--- src/rtl/dus_pkg.sv ---
`timescale 1ns / 1ps
// Shared types, constants and the segment decode for the score display.
// No dependencies.
package dus_pkg;

  localparam logic [7:0] THRESHOLD_RESET = 8'd10;

  typedef struct packed {
    logic home_pressed;
    logic away_pressed;
    logic count_up;
  } in_item_t;

  typedef struct packed {
    logic       home_indicator;
    logic       reset_sent;
    logic       frame_sent;
    logic [6:0] seg_away_ones;
    logic [6:0] seg_away_tens;
    logic [6:0] seg_home_ones;
    logic [6:0] seg_home_tens;
  } out_item_t;

  // debouncer -> top
  typedef struct packed {
    logic press_accept;
    logic latched_next;
  } deb_status_t;

  // score unit -> top
  typedef struct packed {
    logic [7:0] score_next;
    logic       changed;
  } score_status_t;

  localparam logic [6:0] SEG_0 = 7'h7E;
  localparam logic [6:0] SEG_1 = 7'h30;
  localparam logic [6:0] SEG_2 = 7'h6D;
  localparam logic [6:0] SEG_3 = 7'h79;
  localparam logic [6:0] SEG_4 = 7'h33;
  localparam logic [6:0] SEG_5 = 7'h5B;
  localparam logic [6:0] SEG_6 = 7'h5F;
  localparam logic [6:0] SEG_7 = 7'h70;
  localparam logic [6:0] SEG_8 = 7'h7F;
  localparam logic [6:0] SEG_9 = 7'h7B;

  function automatic logic [6:0] seg_code(input logic [3:0] digit);
    logic [6:0] code;
    unique case (digit)
      4'd0:    code = SEG_0;
      4'd1:    code = SEG_1;
      4'd2:    code = SEG_2;
      4'd3:    code = SEG_3;
      4'd4:    code = SEG_4;
      4'd5:    code = SEG_5;
      4'd6:    code = SEG_6;
      4'd7:    code = SEG_7;
      4'd8:    code = SEG_8;
      4'd9:    code = SEG_9;
      default: code = SEG_0;
    endcase
    return code;
  endfunction

  // {tens segments, ones segments}; hundreds digit dropped.
  // x*205 >> 11 equals x/10 for every 8-bit x.
  function automatic logic [13:0] seg_pair(input logic [7:0] s);
    logic [15:0] prod;
    logic [4:0]  q;
    logic [7:0]  rem;
    logic [4:0]  tens;
    prod = 16'({8'd0, s} * 16'd205);
    q    = prod[15:11];
    rem  = s - ({3'd0, q} << 3) - ({3'd0, q} << 1);
    if (q >= 5'd20) begin
      tens = q - 5'd20;
    end else if (q >= 5'd10) begin
      tens = q - 5'd10;
    end else begin
      tens = q;
    end
    return {seg_code(tens[3:0]), seg_code(rem[3:0])};
  endfunction

endpackage

--- src/rtl/dus_debounce.sv ---
`timescale 1ns / 1ps
// Press/release debouncer for one button: shared tick count and latch.
// Depends on dus_pkg.
module dus_debounce import dus_pkg::*; (
  input  logic        clk,
  input  logic        rst,
  input  logic [7:0]  threshold,
  input  logic        step,
  input  logic        pressed,
  output deb_status_t status
);

  logic [7:0] count;
  logic [7:0] count_next;
  logic [7:0] count_inc;
  logic       latched;
  logic       latched_next;
  logic       awaiting;
  logic       hit;

  always_comb begin
    awaiting     = pressed != latched;
    count_inc    = count + 8'd1;
    hit          = awaiting && (count_inc == threshold);
    count_next   = awaiting ? (hit ? 8'd0 : count_inc) : count;
    latched_next = hit ? pressed : latched;
  end

  assign status.press_accept = hit && pressed;
  assign status.latched_next = latched_next;

  always_ff @(posedge clk) begin
    if (rst) begin
      count   <= 8'd0;
      latched <= 1'b0;
    end else if (step) begin
      count   <= count_next;
      latched <= latched_next;
    end
  end

endmodule

--- src/rtl/dus_score.sv ---
`timescale 1ns / 1ps
// One 8-bit wrapping score with clear and up/down step.
// Depends on dus_pkg.
module dus_score import dus_pkg::*; (
  input  logic          clk,
  input  logic          rst,
  input  logic          step,
  input  logic          clear,
  input  logic          press,
  input  logic          up,
  output score_status_t status
);

  logic [7:0] score;
  logic [7:0] base;
  logic [7:0] score_next;

  // the shown copy always equals the score between beats, so a change
  // is measured against the score after the optional clear
  always_comb begin
    base       = clear ? 8'd0 : score;
    score_next = press ? (up ? base + 8'd1 : base - 8'd1) : base;
  end

  assign status.score_next = score_next;
  assign status.changed    = score_next != base;

  always_ff @(posedge clk) begin
    if (rst) begin
      score <= 8'd0;
    end else if (step) begin
      score <= score_next;
    end
  end

endmodule

--- src/rtl/debounced_updown_score_display.sv ---
`timescale 1ns / 1ps
// Top level: input register, debouncers, scores, segment decode, result register.
// Depends on dus_pkg, dus_debounce, dus_score.
//
//  channel  | handshake                    | payload
//  ---------+------------------------------+---------------------------
//  in       | in_valid / in_stall          | in_data (in_item_t)
//  out      | out_valid / out_stall        | out_data (out_item_t)
//  config   | debounce_threshold_we        | debounce_threshold_wdata
//
// One beat per cycle sustained while out_stall is low.
// The state update and segment decode sit between the input and result regs.
// rst is synchronous; threshold returns to 10, all counts and scores to zero.
// in_stall rises only when the input register is full and the result
// register is held by out_stall.
module debounced_updown_score_display import dus_pkg::*; (
  input  logic       clk,
  input  logic       rst,
  input  logic       in_valid,
  output logic       in_stall,
  input  in_item_t   in_data,
  output logic       out_valid,
  input  logic       out_stall,
  output out_item_t  out_data,
  input  logic       debounce_threshold_we,
  input  logic [7:0] debounce_threshold_wdata
);

  logic [7:0]    threshold;
  in_item_t      in_q;
  logic          in_q_valid;
  logic          advance;
  logic          clear;
  deb_status_t   home_deb;
  deb_status_t   away_deb;
  score_status_t home_st;
  score_status_t away_st;
  out_item_t     result;
  logic [13:0]   home_segs;
  logic [13:0]   away_segs;

  assign advance  = in_q_valid && (!out_valid || !out_stall);
  assign in_stall = in_q_valid && !advance;
  assign clear    = in_q.home_pressed && in_q.away_pressed;

  always_ff @(posedge clk) begin
    if (rst) begin
      threshold <= THRESHOLD_RESET;
    end else if (debounce_threshold_we) begin
      threshold <= debounce_threshold_wdata;
    end
  end

  always_ff @(posedge clk) begin
    if (rst) begin
      in_q_valid <= 1'b0;
    end else if (!in_stall) begin
      in_q_valid <= in_valid;
    end
    if (in_valid && !in_stall) begin
      in_q <= in_data;
    end
  end

  dus_debounce u_home_deb (
    .clk       (clk),
    .rst       (rst),
    .threshold (threshold),
    .step      (advance),
    .pressed   (in_q.home_pressed),
    .status    (home_deb)
  );

  dus_debounce u_away_deb (
    .clk       (clk),
    .rst       (rst),
    .threshold (threshold),
    .step      (advance),
    .pressed   (in_q.away_pressed),
    .status    (away_deb)
  );

  dus_score u_home_score (
    .clk    (clk),
    .rst    (rst),
    .step   (advance),
    .clear  (clear),
    .press  (home_deb.press_accept),
    .up     (in_q.count_up),
    .status (home_st)
  );

  dus_score u_away_score (
    .clk    (clk),
    .rst    (rst),
    .step   (advance),
    .clear  (clear),
    .press  (away_deb.press_accept),
    .up     (in_q.count_up),
    .status (away_st)
  );

  always_comb begin
    home_segs              = seg_pair(home_st.score_next);
    away_segs              = seg_pair(away_st.score_next);
    result.home_indicator  = home_deb.latched_next;
    result.reset_sent      = clear;
    result.frame_sent      = home_st.changed || away_st.changed;
    result.seg_away_ones   = away_segs[6:0];
    result.seg_away_tens   = away_segs[13:7];
    result.seg_home_ones   = home_segs[6:0];
    result.seg_home_tens   = home_segs[13:7];
  end

  always_ff @(posedge clk) begin
    if (rst) begin
      out_valid <= 1'b0;
    end else if (advance) begin
      out_valid <= 1'b1;
    end else if (!out_stall) begin
      out_valid <= 1'b0;
    end
    if (advance) begin
      out_data <= result;
    end
  end

  // back-pressure only when both registers are occupied and the sink stalls
  assert property (@(posedge clk) disable iff (rst)
    in_stall |-> (in_q_valid && out_valid && out_stall))
    else $error("in_stall without a held result");

  // a clear beat with no accepted press shows all-zero digits
  assert property (@(posedge clk) disable iff (rst)
    (out_valid && out_data.reset_sent && !out_data.frame_sent) |->
      (out_data.seg_away_ones == SEG_0 && out_data.seg_away_tens == SEG_0 &&
       out_data.seg_home_ones == SEG_0 && out_data.seg_home_tens == SEG_0))
    else $error("reset frame not zero");

  // nothing is presented in the cycle after reset
  assert property (@(posedge clk) rst |=> !out_valid)
    else $error("out_valid after reset");

endmodule
--- config.mk ---
export PLATFORM = sky130hd
export DESIGN_NAME = debounced_updown_score_display
export DESIGN_NICKNAME = d
export VERILOG_FILES = /design/src/rtl/dus_pkg.sv /design/src/rtl/dus_debounce.sv /design/src/rtl/dus_score.sv /design/src/rtl/debounced_updown_score_display.sv
export SDC_FILE = /design/constraint.sdc
export NUM_CORES = 1
export LEC_CHECK = 0
export ABC_CLOCK_PERIOD_IN_PS = 24700
export BUFFER_PORTS_ARGS = -buffer_cell sky130_fd_sc_hd__buf_4
export CELL_PAD_IN_SITES_DETAIL_PLACEMENT = 1
export CELL_PAD_IN_SITES_GLOBAL_PLACEMENT = 1
export CORE_UTILIZATION = 45
export DETAILED_ROUTE_END_ITERATION = 8
export HOLD_SLACK_MARGIN = 0.15
export PLACE_DENSITY_LB_ADDON = 0.1
export SLEW_MARGIN = 10
export SYNTH_ARGS = -nofsm -noshare
export SYNTH_HDL_FRONTEND = slang
export SYNTH_HIERARCHICAL = 1
export SYNTH_SLANG_ARGS = --single-unit
--- constraint.sdc ---
create_clock -name clk -period 24.7 [get_ports clk]
set_input_delay 1.235 -clock clk [delete_from_list [all_inputs] [get_ports clk]]
set_output_delay 1.235 -clock clk [all_outputs]
set_load 0.1 [all_outputs]
# After elaboration in Yosys (flattened, before gate mapping)
# Memories as Yosys holds them, arrays and structs flattened. A register that Yosys moved wholly into a read port is not among the register bits.
# Index checks and enable logic that the tools add are counted.
totals:
  reg_bits: 50
  mem_bits_ro: 448
  input_bits: 16
  out_inout_bits: 33
  elab_cells: 78
  mem_count: 4
classes:
  addsub: 14
  n_mul: 2
  magnitude_cmp: 4
  n_eq_ne: 7
  n_mux: 15
  n_reduce_logical: 17
mem_list:
  columns: ["memory", "depth", "width", "rd", "rd_ports_with_merged_regs", "write_ports", "line", "source"]
  rows:
  - ["(name not given)", 16, 7, 1, 1, 0, "dus_pkg.sv:49", "unique case (digit)"]
  - ["(name not given)", 16, 7, 1, 1, 0, "dus_pkg.sv:49", null]
  - ["(name not given)", 16, 7, 1, 1, 0, "dus_pkg.sv:49", null]
  - ["(name not given)", 16, 7, 1, 1, 0, "dus_pkg.sv:49", null]
op_table:
  columns: ["operator", "n"]
  rows:
  - ["$mux W8", 8]
  - ["$add A8 B1 Y8 const B", 4]
  - ["$mul A8 B8 Y16 const B", 2]
  - ["$eq A8 B8 Y1", 2]
  - ["$mux W4", 4]
  - ["$ne A8 B8 Y1", 2]
  - ["$sub A4 B4 Y4", 4]
  - ["$sub A8 B1 Y8 const B", 2]
  - ["$ge A5 B4 Y1 const B", 2]
  - ["$ge A5 B5 Y1 const B", 2]
  - ["$logic_and A1 B1 Y1", 8]
  - ["$sub A4 B3 Y4 const B", 2]
  - ["$sub A4 B4 Y4 const B", 2]
  - ["$reduce_and A2 Y1", 3]
  - ["$logic_not A1 Y1", 4]
  - ["$mux W1", 3]
  - ["$logic_or A1 B1 Y1", 2]
  - ["$ne A1 B1 Y1", 2]
  - ["$ne A2 B1 Y1 const B", 1]

# Longest topological paths before layout
logic_depth:
  ltp_word: 9
  mapped_depth: 36
  ltp_nobuf: 33

# Hierarchy
# Netlist, hierarchy kept.
modules_own_cells:
  columns: ["module", "n_inst", "cells_per_inst", "area_per_inst_um2", "seq_area_each_um2"]
  rows:
  - ["debounced_updown_score_display", 1, 470, 4768.3, 1221.2]
  - ["dus_debounce", 2, 85, 730.7, 180.2]
  - ["dus_score (u_away_score)", 1, 125, 949.7, 160.2]
  - ["dus_score (u_home_score)", 1, 109, 874.6, 160.2]

# Worst setup path before layout
# Ideal clock, no wire load.
synth_timing:
  kind: "reg2reg"
  from: "register u_away_deb.count[0]"
  to: "register out_data[17] (netlist name)"
  setup_time_ns: 0.254
  arrival_time_ns: 7.557
  t_required_ns: 24.446
  path_slack_ns: 16.889
  path_stages_with_launch: 32
  n_path_buf: 3
  period_less_slack_ns: 7.811
  path_cell_list: "dfxtp_1 ha_1 buf_2 xnor2_1 xnor2_1 a2111o_1 a211oi_4 and3b_2 clkbuf_1 nand2_1 or2_2 o211ai_1 ha_1 fa_1 fa_1 inv_1 fa_1 inv_1 ha_1 a2111oi_4 o21a_4 o31ai_1 o221ai_1 and2_1 buf_6 clkinv_4 ha_1 inv_1 o221a_2 nor3_4 nand2b_1 o21a_1"
synth_rtl:
  columns: ["element", "line", "source"]
  rows:
  - ["start: declaration", "dus_debounce.sv:13", "logic [7:0] count;"]
  - ["start signal: assignment", "dus_debounce.sv:37", "count <= count_next;"]

==> results.cfg <==
[run_status]
outcome = finished, final reports clean

[clock_network]
cts_made_buffers = 9
clk_latency_ps = 350
post_cts_resized = 0
root_buffer = clkbuf_16
h-tree-depth = 3
post_cts_buffers = 0
clock_path_buffers = 2
path_clk_slew_ps = 60
holdBufCountCts = 0
cts_tree = yes
cts.sinks = 78

[critical_path]
critical_path.max_stage_delay_ps = 560
arrival_ps = 8780
regToRegSetupSlack_ps = 16020
crit_start = u_away_deb/count[0]
cp_common_cell = ha_1
path_max_fanout = 15
start_kind = flip-flop
crit_required_ps = 24800
timing.rr.end = out_data[17]
cp_slowest_cell = fa_1
crit_type = flip-flop to flip-flop
timing.rr.start = u_away_deb/count[0]
endpoint_kind = flip-flop
r2r_cells = 28
crit_end = out_data[17]

[detailed_routing]
via_count = 6461
ant_nets = 0
via_per_inst = 5.69
drt_iter0_markers = 226
wl_per_cell_um = 17.7
drc = 0
drt-total-wl_mm = 20.1
dr.pass1.iters = 4

[sta]
grt_setup_unrepaired = false
whs_ps = 479
slew_violations = 0
hold_viol_final = 0
finalSetupTns_ps = 0
setup_viol = 0
worst_slew_pin_slew_ps = 855
max_freq_ghz = 0.115
clock_skew_ps = 12.0
post-route-period-util_pct = 35.2
relSlewSlack_pct = 42.4
period_minus_slack_ps = 8680

[synth]
syn-instance-count = 872
postSynthAreaPerCell_um2 = 9.21
synth.cell_area_um2 = 8030
ys_warn_count = 6
synthesis.nets = 1028

[power_and_ir_drop]
p_leak_uw = 0.00406
switching_share_pct = 27.2
vdd_drop_max_v = 0.0000369
pwr-share-clk_pct = 43.2
p_comb_share_pct = 15.2
pwr-share-seq_pct = 41.6
p_sw_uw = 92.2
internal_power_uw = 247
power_density_nw_per_um2 = 38.1

[floorplanning]
dieHeight_um = 136
ios = 49
die_w_um = 136
rows = 48
core_um2 = 17400
start_util_pct = 46.3
floorplan.die_area_um2 = 18400

[final_layout]
filler_cell_count = 1996
final_layout_size_suffix_gt1_share_pct = 13.3
utilization_pct = 51.2
nets = 1061
syn2layout_area_growth_pct = 10.7
layout_commonest_cell = ha_1
final_cell_mix = ha_1 (120), inv_1 (71), nor2_1 (68)
antenna_cells = 0
stdcell_area_um2 = 8890

[min_path]
hold_class = flip-flop to flip-flop

[run]
cap_violations = 0

[global_route]
gr-total-overflow = 0
grt_pass1_vias = 6889
antenna_found_initial = 0
grt_pass1_wl_mm = 33.6
track_usage_pct = 23.1
grt_max_degree = 50

[place]
portBuffers = 48
gp_congestion = 0.856
dp_hpwl_mm = 15.8
postPlaceCellArea_um2 = 8560
==> power groups by stage <==
stage / Combinational [uW] / Clock (uW) / Sequential [uW]
floorplan: 30.5 / 0 / 152
global placement: 49.7 / 0 / 144
detailed placement: 51.6 / 0 / 144
CTS: 52.0 / 150 / 141
global route: 56.6 / 154 / 141
finish: 51.6 / 146 / 141
==> critical path, delay by kind of cell (launching register included) <==
kind	cells	cell delay, ps
adders and majority gates	7	2890
AOI/OAI and AO/OA	9	2750
and+or+nand+nor	6	1760
DFF	1	470
xor gates and xnor gates	2	280
buffers and inverters	4	280
==> layer usage <==
metal  GRT usage [%]  part of all wire, %  routed length [um]  vias to the layer above
met5               0                    0                   0                        -
met3            3.44                  2.4                 479                       18
li1                -                    -                   -                     3186
met2            41.7                   51               10200                       75
met1            28.2                   46                9190                     3182
met4            6.30                  1.2                 245                        0
==> state kept, by name, summed over array words and instances, names as in the netlist <==
name                flops
out_data               31
threshold               8
u_away_deb/count        8
u_away_score/score      8
u_home_deb/count        8
u_home_score/score      8
in_q                    3
in_q_valid              1
out_valid               1
u_away_deb/latched      1
u_home_deb/latched      1
==> cell type report <==
cell class	count	area [um^2]	area share (%)
sequential	78	1900	21.4
tap	225	282	3.17
clock inverter	5	82.6	0.929
inverter	73	279	3.14
timing repair buffer	51	383	4.31
multi-input combinational	692	5720	64.3
clock buffer	11	243	2.73
==> worst min path at each step <==
stage	start	endpoint	slack, ps	cells past startpoint
5_1_grt	u_away_score/score[5]	u_away_score/score[5]	490	2
4_1_cts	u_away_score/score[5]	u_away_score/score[5]	470	2
3_3_place_gp	u_away_score/score[5]	u_away_score/score[5]	450	2
6_report	u_away_score/score[5]	u_away_score/score[5]	480	2
2_1_floorplan	u_away_score/score[5]	u_away_score/score[5]	430	2
3_5_place_dp	u_away_score/score[5]	u_away_score/score[5]	460	2
==> through the flow <==
step                cells  total power [uW]  worst slack (ps)
finish               1135               339             16020
global route         1135               352             15440
CTS                  1135               343             15970
detailed placement   1119               195             16030
global placement     1119               193             16400
floorplan             872               182             16940
(Power assumes the default switching activity.)
